### src/rtl/core/x86_muldiv_decimal_adjust_unit_core_macros.svh
// Assertion macros shared by the core.
`ifndef X86_MULDIV_DECIMAL_ADJUST_UNIT_CORE_MACROS_SVH
`define X86_MULDIV_DECIMAL_ADJUST_UNIT_CORE_MACROS_SVH

// Implication checked on every clock edge outside reset.
`define XMD_ASSERT_IMPL(label, ante, cons, msg) \
	label: assert property (@(posedge clk) disable iff (!arst_n) (ante) |-> (cons)) \
		else $error(msg);

// Implication checked at the next clock edge.
`define XMD_ASSERT_NEXT(label, ante, cons, msg) \
	label: assert property (@(posedge clk) disable iff (!arst_n) (ante) |=> (cons)) \
		else $error(msg);

`endif

### src/rtl/core/xmd_pkg.sv
package xmd_pkg;

	localparam int unsigned NumCells = 16;

	typedef enum logic [2:0] {
		OP_MUL  = 3'd0,
		OP_IMUL = 3'd1,
		OP_DIV  = 3'd2,
		OP_IDIV = 3'd3,
		OP_DAA  = 3'd4,
		OP_DAS  = 3'd5,
		OP_AAA  = 3'd6,
		OP_AAS  = 3'd7
	} op_t;

	typedef struct packed {
		logic [2:0]  req_type;
		logic        word_size;
		logic [15:0] source_operand;
		logic [15:0] acc_in;
		logic [15:0] data_in;
		logic        carry_in;
		logic        aux_carry_in;
	} req_t;

	typedef struct packed {
		logic [15:0] acc_out;
		logic [15:0] data_out;
		logic        carry_out;
		logic        overflow_out;
		logic        aux_carry_out;
		logic        divide_error;
	} rsp_t;

	// Work carried from cell to cell along the divider chain.
	typedef struct packed {
		req_t        req;
		logic        is_div;
		logic        neg_q;
		logic        neg_r;
		logic        div_zero;
		logic        ovf;
		logic [16:0] rem;
		logic [31:0] num;
		logic [16:0] dvs;
		logic [15:0] quo;
		logic [31:0] prod;
	} work_t;

	typedef struct packed {
		logic  valid;
		work_t w;
	} lane_t;

endpackage

### src/rtl/core/xmd_cell.sv
// One restoring-division step; a cell also advances the product and request.
module xmd_cell (
	input  logic           clk,
	input  logic           arst_n,
	input  logic           stall,
	input  xmd_pkg::lane_t lane_in,
	output xmd_pkg::lane_t lane_out
);
	import xmd_pkg::*;

	logic [17:0] trial;
	logic [16:0] shifted;
	work_t       nxt;
	logic        valid_q;
	work_t       w_q;

	always_comb begin
		nxt = lane_in.w;
		shifted = {lane_in.w.rem[15:0], lane_in.w.num[31]};
		trial = {1'b0, shifted} - {1'b0, lane_in.w.dvs};
		nxt.num = {lane_in.w.num[30:0], 1'b0};
		if (!trial[17]) begin
			nxt.rem = trial[16:0];
			nxt.quo = {lane_in.w.quo[14:0], 1'b1};
		end else begin
			nxt.rem = shifted;
			nxt.quo = {lane_in.w.quo[14:0], 1'b0};
		end
	end

	always_ff @(posedge clk or negedge arst_n) begin
		if (!arst_n) begin
			valid_q <= 1'b0;
		end else if (!stall) begin
			valid_q <= lane_in.valid;
		end
	end

	always_ff @(posedge clk) begin
		if (!stall) begin
			w_q <= nxt;
		end
	end

	assign lane_out = {valid_q, w_q};
endmodule

### src/rtl/core/xmd_front.sv
// Entry stage: operand magnitudes for division and the full product.
module xmd_front (
	input  logic           clk,
	input  logic           arst_n,
	input  logic           stall,
	input  logic           in_valid,
	input  xmd_pkg::req_t  req,
	output xmd_pkg::lane_t lane_out
);
	import xmd_pkg::*;

	work_t       w;
	logic        sgn;
	logic        neg_d;
	logic [16:0] ma, mb;
	logic [33:0] p;
	logic [31:0] mag;
	logic        valid_q;
	work_t       w_q;

	always_comb begin
		w = '0;
		w.req = req;
		sgn = (req.req_type == OP_IMUL) || (req.req_type == OP_IDIV);
		if (req.word_size) begin
			ma = {sgn & req.acc_in[15], req.acc_in};
			mb = {sgn & req.source_operand[15], req.source_operand};
		end else begin
			ma = {{9{sgn & req.acc_in[7]}}, req.acc_in[7:0]};
			mb = {{9{sgn & req.source_operand[7]}}, req.source_operand[7:0]};
		end
		p = 34'($signed(ma) * $signed(mb));
		w.prod = p[31:0];
		w.is_div = (req.req_type == OP_DIV) || (req.req_type == OP_IDIV);
		if (req.word_size) begin
			mag = {req.data_in, req.acc_in};
			w.dvs = {1'b0, req.source_operand};
		end else begin
			mag = {req.acc_in, 16'h0000};
			w.dvs = {9'd0, req.source_operand[7:0]};
		end
		neg_d = req.word_size ? req.source_operand[15] : req.source_operand[7];
		w.neg_r = 1'b0;
		w.neg_q = 1'b0;
		if (req.req_type == OP_IDIV) begin
			w.neg_r = mag[31];
			w.neg_q = mag[31] ^ neg_d;
			if (mag[31]) begin
				mag = 32'd0 - mag;
			end
			if (neg_d) begin
				w.dvs = req.word_size ? 17'h10000 - {1'b0, req.source_operand}
					: 17'h100 - {9'd0, req.source_operand[7:0]};
			end
		end
		// A word dividend preloads its high half as the partial remainder, so the
		// sixteen cells only shift in the low half.
		if (req.word_size) begin
			w.rem = {1'b0, mag[31:16]};
			w.num = {mag[15:0], 16'h0000};
		end else begin
			w.rem = 17'd0;
			w.num = mag;
		end
		w.div_zero = (w.dvs == 17'd0);
		w.ovf = req.word_size && (w.rem >= w.dvs);
	end

	always_ff @(posedge clk or negedge arst_n) begin
		if (!arst_n) begin
			valid_q <= 1'b0;
		end else if (!stall) begin
			valid_q <= in_valid;
		end
	end

	always_ff @(posedge clk) begin
		if (!stall) begin
			w_q <= w;
		end
	end

	assign lane_out = {valid_q, w_q};
endmodule

### src/rtl/core/x86_muldiv_decimal_adjust_unit_core.sv
// Multiply, divide and decimal-adjust unit for the 16-bit x86 integer ops.
// A transaction passes through one entry stage that forms the product and
// operand magnitudes, sixteen division cells in a chain (one quotient bit each,
// a restoring subtract of up to 17 bits), and one result stage that fixes
// signs, checks quotient range and performs the decimal adjusts. The chain
// advances whenever the output stage is free or being drained, so one
// transaction is taken every cycle in steady state.
// Divide error leaves AX, DX, CF and AF unchanged; OF is set only by multiplies.
module x86_muldiv_decimal_adjust_unit_core (
	input  logic          clk,
	input  logic          arst_n,
	input  logic          in_valid,
	output logic          in_ready,
	input  xmd_pkg::req_t in_data,
	output logic          out_valid,
	input  logic          out_ready,
	output xmd_pkg::rsp_t out_data
);
	import xmd_pkg::*;
`include "x86_muldiv_decimal_adjust_unit_core_macros.svh"

	lane_t chain [NumCells+1];
	logic  stall;
	rsp_t  rsp;

	// The pipeline only stops when a result is held and not being taken.
	assign stall = out_valid && !out_ready;
	assign in_ready = !stall;

	xmd_front u_front (
		.clk(clk), .arst_n(arst_n), .stall(stall),
		.in_valid(in_valid && in_ready), .req(in_data), .lane_out(chain[0])
	);

	for (genvar i = 0; i < NumCells; i++) begin : g_cell
		xmd_cell u_cell (
			.clk(clk), .arst_n(arst_n), .stall(stall),
			.lane_in(chain[i]), .lane_out(chain[i+1])
		);
	end

	work_t       w;
	logic [15:0] q, r;
	logic        de;
	logic [7:0]  al, old;
	logic        cf, af, hi;
	logic [15:0] ax2;

	always_comb begin
		w = chain[NumCells].w;
		rsp.acc_out = w.req.acc_in;
		rsp.data_out = w.req.data_in;
		rsp.carry_out = w.req.carry_in;
		rsp.aux_carry_out = w.req.aux_carry_in;
		rsp.overflow_out = 1'b0;
		rsp.divide_error = 1'b0;
		q = w.neg_q ? 16'd0 - w.quo : w.quo;
		r = w.neg_r ? 16'd0 - w.rem[15:0] : w.rem[15:0];
		de = 1'b0;
		hi = 1'b0;
		al = w.req.acc_in[7:0];
		old = al;
		cf = w.req.carry_in;
		af = w.req.aux_carry_in;
		ax2 = 16'd0;
		case (op_t'(w.req.req_type))
			OP_MUL, OP_IMUL: begin
				if (w.req.req_type == OP_MUL) begin
					hi = w.req.word_size ? (w.prod[31:16] != 16'd0) : (w.prod[15:8] != 8'd0);
				end else begin
					hi = w.req.word_size ? (w.prod[31:16] != {16{w.prod[15]}})
						: (w.prod[15:8] != {8{w.prod[7]}});
				end
				rsp.acc_out = w.prod[15:0];
				if (w.req.word_size) begin
					rsp.data_out = w.prod[31:16];
				end
				rsp.carry_out = hi;
				rsp.overflow_out = hi;
			end
			OP_DIV, OP_IDIV: begin
				// A word quotient magnitude fits in 16 bits only if the high half
				// of the dividend magnitude was below the divisor.
				if (w.div_zero) begin
					de = 1'b1;
				end else if (w.req.word_size) begin
					if (w.req.req_type == OP_DIV) begin
						de = w.ovf;
					end else begin
						de = w.ovf || (w.quo > (w.neg_q ? 16'h8000 : 16'h7FFF));
					end
				end else begin
					if (w.req.req_type == OP_DIV) begin
						de = (w.quo > 16'h00FF);
					end else begin
						de = (w.quo > (w.neg_q ? 16'h0080 : 16'h007F));
					end
				end
				if (!de) begin
					if (w.req.word_size) begin
						rsp.acc_out = q;
						rsp.data_out = r;
					end else begin
						rsp.acc_out = {r[7:0], q[7:0]};
					end
				end
			end
			OP_DAA, OP_DAS: begin
				if (al[3:0] > 4'd9 || af) begin
					af = 1'b1;
					al = (w.req.req_type == OP_DAS) ? old - 8'd6 : old + 8'd6;
					cf = cf || ((w.req.req_type == OP_DAS) ? (al >= old) : (al < old));
				end else begin
					af = 1'b0;
				end
				if (al > 8'h99 || cf) begin
					cf = 1'b1;
					al = (w.req.req_type == OP_DAS) ? al - 8'h60 : al + 8'h60;
				end else begin
					cf = 1'b0;
				end
				rsp.acc_out = {w.req.acc_in[15:8], al};
				rsp.carry_out = cf;
				rsp.aux_carry_out = af;
			end
			default: begin
				hi = (w.req.acc_in[3:0] > 4'd9) || w.req.aux_carry_in;
				ax2 = w.req.acc_in;
				if (hi) begin
					ax2 = (w.req.req_type == OP_AAA) ? w.req.acc_in + 16'd262
						: w.req.acc_in - 16'd262;
				end
				rsp.acc_out = {ax2[15:8], 4'h0, ax2[3:0]};
				rsp.carry_out = hi;
				rsp.aux_carry_out = hi;
			end
		endcase
		rsp.divide_error = de;
	end

	always_ff @(posedge clk or negedge arst_n) begin
		if (!arst_n) begin
			out_valid <= 1'b0;
		end else if (!stall) begin
			out_valid <= chain[NumCells].valid;
		end
	end

	always_ff @(posedge clk) begin
		if (!stall) begin
			out_data <= rsp;
		end
	end

	`XMD_ASSERT_NEXT(a_hold, out_valid && !out_ready, out_valid && $stable(out_data), "result lost")
	`XMD_ASSERT_IMPL(a_ready, out_valid && !out_ready, !in_ready, "accepted while stalled")
	`XMD_ASSERT_IMPL(a_de, out_valid && out_data.divide_error, !out_data.overflow_out, "OF with divide error")
endmodule

### config.mk
export PLATFORM = sky130hd
export DESIGN_NAME = x86_muldiv_decimal_adjust_unit_core
export DESIGN_NICKNAME = d
export VERILOG_FILES = /design/src/rtl/core/xmd_pkg.sv /design/src/rtl/core/xmd_cell.sv /design/src/rtl/core/xmd_front.sv /design/src/rtl/core/x86_muldiv_decimal_adjust_unit_core.sv
export VERILOG_INCLUDE_DIRS = /design/src /design/src/rtl/core
export SDC_FILE = /design/constraint.sdc
export NUM_CORES = 2
export LEC_CHECK = 0
export ABC_CLOCK_PERIOD_IN_PS = 50900
export BUFFER_PORTS_ARGS = -buffer_cell sky130_fd_sc_hd__buf_2
export CAP_MARGIN = 10
export CELL_PAD_IN_SITES_DETAIL_PLACEMENT = 0
export CELL_PAD_IN_SITES_GLOBAL_PLACEMENT = 1
export CORE_AREA = 2 2 445 447
export DETAILED_ROUTE_END_ITERATION = 8
export DIE_AREA = 0 0 447 449
export PLACE_DENSITY_LB_ADDON = 0.1
export SYNTH_ARGS = -nofsm -noshare
export SYNTH_HDL_FRONTEND = slang
export SYNTH_SLANG_ARGS = --single-unit
### constraint.sdc
create_clock -name clk -period 50.9 [get_ports clk]
set_input_delay 5.09 -clock clk [delete_from_list [all_inputs] [get_ports clk]]
set_output_delay 5.09 -clock clk [all_outputs]
set_load 0.03 [all_outputs]
# --- Word level (Yosys, flattened, before mapping) ---
# Cells that the tools add are included.
totals:
  register_bits: 2384
  in_bits: 58
  out_inout_bits: 38
classes:
  add_sub_neg: 27
  multipliers: 1
  order_cmp: 8
  n_eq_ne: 10
  mux: 75
  bitwise_logic: 5
  reduce_logical: 18
op_table:
  columns: ["cell", "n"]
  rows:
  - ["$mux 16", 25]
  - ["$sub 17x17->18", 16]
  - ["$mux 32", 4]
  - ["$mux 17", 5]
  - ["$mux 48", 1]
  - ["$mux 8", 6]
  - ["$pmux 16 s3", 1]
  - ["$mul 17x17->32", 1]
  - ["$pmux 16 s2", 1]
  - ["$sub 1x16->16 const A", 2]
  - ["$sub 1x32->32 const A", 1]
  - ["$mux 1", 30]
  - ["$ge 16x17->1", 1]
  - ["$logic_not 17->1", 1]
  - ["$sub 17x16->17 const A", 1]
  - ["$add 16x9->16 const B", 1]
  - ["$gt 16x16->1", 1]
  - ["$gt 16x8->1", 1]
  - ["$gt 16x8->1 const B", 1]
  - ["$ne 16x16->1", 1]
  - ["$reduce_bool 16->1", 1]
  - ["$sub 16x9->16 const B", 1]
  - ["$sub 9x8->10 const A", 1]
  - ["$eq 3x2->1 const B", 3]
  - ["22 further kinds", 37]

# --- Logic depth before layout (Yosys ltp) ---
depth:
  word_depth: 10
  mapped_depth: 29
  depth_no_buf: 25

# --- Modules after synthesis ---
# From an unflattened synthesis, not the netlist that was laid out.
unflattened:
  cells_unflattened: 7814
  area_unflattened_um2: 126413.7
modules_own_cells:
  columns: ["mod", "instances", "cells_per_inst", "area_each_um2"]
  rows:
  - ["xmd_cell at g_cell[13].u_cell ...", 8, 340, 6497.5]
  - ["xmd_cell at g_cell[0].u_cell ...", 8, 346, 6490.0]
  - ["xmd_front", 1, 1731, 17593.1]
  - ["x86_muldiv_decimal_adjust_unit_core", 1, 595, 4921.0]

# --- Worst setup path after synthesis ---
# Ideal clock, no wire load.
synth_timing:
  path_type: "input port to output port"
  from: "input port out_ready"
  to: "output port in_ready"
  t_arrival_ns: 46.177
  slack_ns: -0.367
  path_stages: 4
  path_cell_list: "nor2b_1 -> clkbuf_1 -> buf_1 -> inv_1"
synth_via:
  elab_chain_len: 3
synth_lines:
  columns: ["element", "line_no", "text"]
  rows:
  - ["from (decl)", "x86_muldiv_decimal_adjust_unit_core.sv:16", "input logic out_ready,"]
  - ["$logic_not 1->1", "x86_muldiv_decimal_adjust_unit_core.sv:27", "assign stall = out_valid && !out_ready;"]
  - ["$logic_and 1x1->1", "x86_muldiv_decimal_adjust_unit_core.sv:27", null]
  - ["$logic_not 1->1", null, null]
  - ["to (decl)", "x86_muldiv_decimal_adjust_unit_core.sv:13", "output logic in_ready,"]
# No other way between the ends.

# --- Worst setup path after layout ---
layout_timing:
  from: "input port in_data[25] (netlist bit)"
  to: "register u_front.w_q, in the netlist u_front.lane_out[30] (data pin)"
layout_via:
  elab_chain_len: 3
layout_lines:
  columns: ["element", "line_no", "text"]
  rows:
  - ["from (decl)", "x86_muldiv_decimal_adjust_unit_core.sv:14", "input xmd_pkg::req_t in_data,"]
  - ["$and 1x1->1", "xmd_front.sv:29", "ma = {{9{sgn & req.acc_in[7]}}, req.acc_in[7:0]};"]
  - ["$mux 17 *", "xmd_front.sv:25", "if (req.word_size) begin"]
  - ["$mul 17x17->32 *", "xmd_front.sv:32", "p = 34'($signed(ma) * $signed(mb));"]
  - ["net u_front.p[30]", "xmd_front.sv:16", "logic [33:0] p;"]
  - ["to (signal assigned)", "xmd_front.sv:79", "w_q <= w;"]
  - ["to (decl)", "xmd_front.sv:19", "work_t w_q;"]
# The timed path passes the listed nets; every way through them passes the cells marked *.
# A chain may end at the register's enable or synchronous reset.

==> impl_metrics.json <==
{
  "drive_gt1_share_pct": 9.37,
  "syn2layout_area_growth_pct": 10.9,
  "synth.yosys.seq_area_share_pct": 66.9,
  "ios": 96,
  "syn_area_sq_mm": 0.0954,
  "nets": 7357,
  "sw_frac_of_total_pct": 33.1,
  "clock_path_buffers": 3,
  "post-route-period-util_pct": 24.1,
  "place_congestion": 0.862,
  "fp.coreArea_sq_mm": 0.196,
  "antenna_found_initial": 5,
  "worst_pin_slew_ns": 1.31,
  "die_y_um": 449,
  "clock_sinks": 2128,
  "drt_pass1_iterations": 5,
  "synth_flop_cell": "edfxtp_1",
  "critPathTopFamily": "adder cells",
  "drt_iter0_markers": 3042,
  "ys_ff_latch": 2128,
  "fin_tns_setup_ns": 0,
  "crit_top_cell": "fa_1",
  "syn_area_per_cell_sq_um": 15.0,
  "grt-ovfl-total": 0,
  "syn-instance-count": 6373,
  "postCtsSetupBuffers": 0,
  "p_sw_mw": 2.51,
  "p_leak_nw": 41.2,
  "crit_buf_inv": 5,
  "grt_pass1_wl_mm": 261,
  "peakVddDrop_uv": 39.2,
  "rows": 163,
  "postCtsHoldBufs": 0,
  "viasPerCell": 5.04,
  "drv_slew": 0,
  "clkSlewWorstSetupHoldPaths_ns": 0.06,
  "synth.net_count": 7147,
  "avgRoutedWirePerCell_um": 17.2,
  "ant_nets": 0,
  "fp.dieW_um": 447,
  "worstSkewPairLatency_ns": 0.86,
  "wirelength_mm": 162,
  "fmax_mhz": 81.5,
  "rsz0062_at_grt": "false",
  "grt_max_degree": 200,
  "final_cell_mix": "edfxtp_1 (2110), inv_1 (726), ha_1 (415)",
  "vias": 47300,
  "arrival_ns": 12.85,
  "synth_area_leader_cell": "edfxtp_1",
  "track_usage_pct": 16.4,
  "start_util_pct": 48.6,
  "seq_power_share_pct": 43.9,
  "final_common_cell": "edfxtp_1",
  "post-route-util_pct": 53.9,
  "crit_path_start_kind": "input port",
  "slew-limit-headroom_pct": 12.9,
  "period_needed_ns": 12.27,
  "path_max_fanout": 23,
  "cpPeakStageDelay_ns": 0.71,
  "cts_made_buffers": 208,
  "numPortBuffers": 95,
  "combPwrFrac_pct": 36.3,
  "cp.required_ns": 51.48,
  "p_int_mw": 5.08,
  "drv_cap": 0,
  "end_kind": "flop",
  "root_buffer": "clkbuf_16",
  "die_area_sq_mm": 0.201,
  "skew_ns": 0.0859,
  "power_frac_clock_pct": 19.7,
  "synth_edf_count": 2110,
  "tritoncts": "yes",
  "path_class": "input port to flop",
  "synth.top_cell.area_share_pct": 66.5,
  "ys_async_sr_fraction_pct": 0.846,
  "hold_class": "flop to flop",
  "slowest_stage": "nor2_1",
  "status": "complete, no violations",
  "hold_viol_final": 0,
  "setup_viol": 0,
  "yosysWarnings": 0,
  "nFillCells": 16000,
  "h-tree-depth": 4,
  "drcViolationCount": 0,
  "cts_resized": 0,
  "synth_area_leaders": "edfxtp_1 (66%), fa_1 (6.3%), ha_1 (5.4%)",
  "dp_hpwl_mm": 114,
  "powerDensity_mw_per_mm2": 71.8,
  "first_global_vias": 47700,
  "yosysUniqueCellTypes": 88
}
[through the flow]
step / instances / setup slack (ns) / hold WS, ns / instance area (sq um) / power, mW
final: 9397 / 38.63 / 0.354 / 106000 / 7.59
after global routing: 9396 / 38.29 / 0.363 / 106000 / 8.16
after CTS: 9394 / 38.77 / 0.341 / 106000 / 7.68
after detailed placement: 9012 / 37.84 / 0.405 / 98800 / 6.15
after global placement: 9012 / 37.90 / 0.401 / 98800 / 6.09
after floorplan: 6373 / 12.39 / 0.400 / 95400 / 6.00
[kinds of logic after synthesis]
family | share of synthesized area (%)
compound gates | 6.74
xor+xnor | 2.84
fa+ha+maj | 11.8
buf+inv | 3.65
flops | 66.9
mux | 1.99
other cells | 0.00393
simple gates | 6.09
[power by group through the flow]
stage | registers [mW] | clock network (mW) | logic, mW
3_3_place_gp | 3.36 | 0 | 2.72
4_1_cts | 3.35 | 1.55 | 2.78
6_report | 3.33 | 1.50 | 2.76
2_1_floorplan | 3.80 | 0 | 2.19
3_5_place_dp | 3.38 | 0 | 2.77
5_1_grt | 3.42 | 1.62 | 3.11
[cell type report]
type	instances	area (sq um)	share of cell area, %
flip-flops and latches	2128	63800	60.3
multi-input cells	3373	28100	26.6
clock buffers	256	5390	5.09
well taps	2640	3300	3.12
inverters	732	2750	2.60
clock inverters	126	1490	1.41
repair buffers	140	886	0.838
diodes	2	5.00	0.00473
[registers in the layout (all words and copies together) (netlist names)]
register                count
g_cell.u_cell.lane_out   1951
g_cell.u_cell.valid_q      16
out_data                   36
out_valid                   1
u_front.lane_out          123
u_front.valid_q             1
[per-layer routing]
metal / part of all wire (%) / vias up / GRT usage, %
met5: 0.0068 / - / 0
met4: 2.9 / 2 / 5.59
met3: 3.7 / 287 / 2.64
met2: 47 / 706 / 25.7
met1: 47 / 22900 / 23.3
li1: - / 23400 / -
[final timing paths]
check,startpoint,endpoint,slack (ns),cells after the start
max,in_data[25],u_front.lane_out[30],38.63,25
min,g_cell[7].u_cell.lane_out[90],g_cell[8].u_cell.lane_out[91],0.35,0
max reg2reg,out_valid,g_cell[8].u_cell.lane_out[64],43.29,10
min reg2reg,g_cell[7].u_cell.lane_out[90],g_cell[8].u_cell.lane_out[91],0.35,0
max in group asynchronous,arst_n,g_cell[6].u_cell.valid_q,46.46,1
min in group asynchronous,arst_n,g_cell[15].u_cell.valid_q,4.15,1
[cell usage after synthesis, types with 45 or more instances]
master,instances
mux2_2,72
xor2_1,125
o21a_1,77
clkbuf_1,86
and2_1,134
ha_1,415
fa_1,301
nand3_1,47
edfxtp_1,2110
nor2_1,345
mux2_4,45
nand2b_1,49
a21oi_1,310
nor2b_1,51
nor3_1,85
o21ai_0,215
xnor2_1,184
a21o_1,66
inv_1,727
nand2_1,309
No activity file was read; power rests on OpenSTA's default activity.
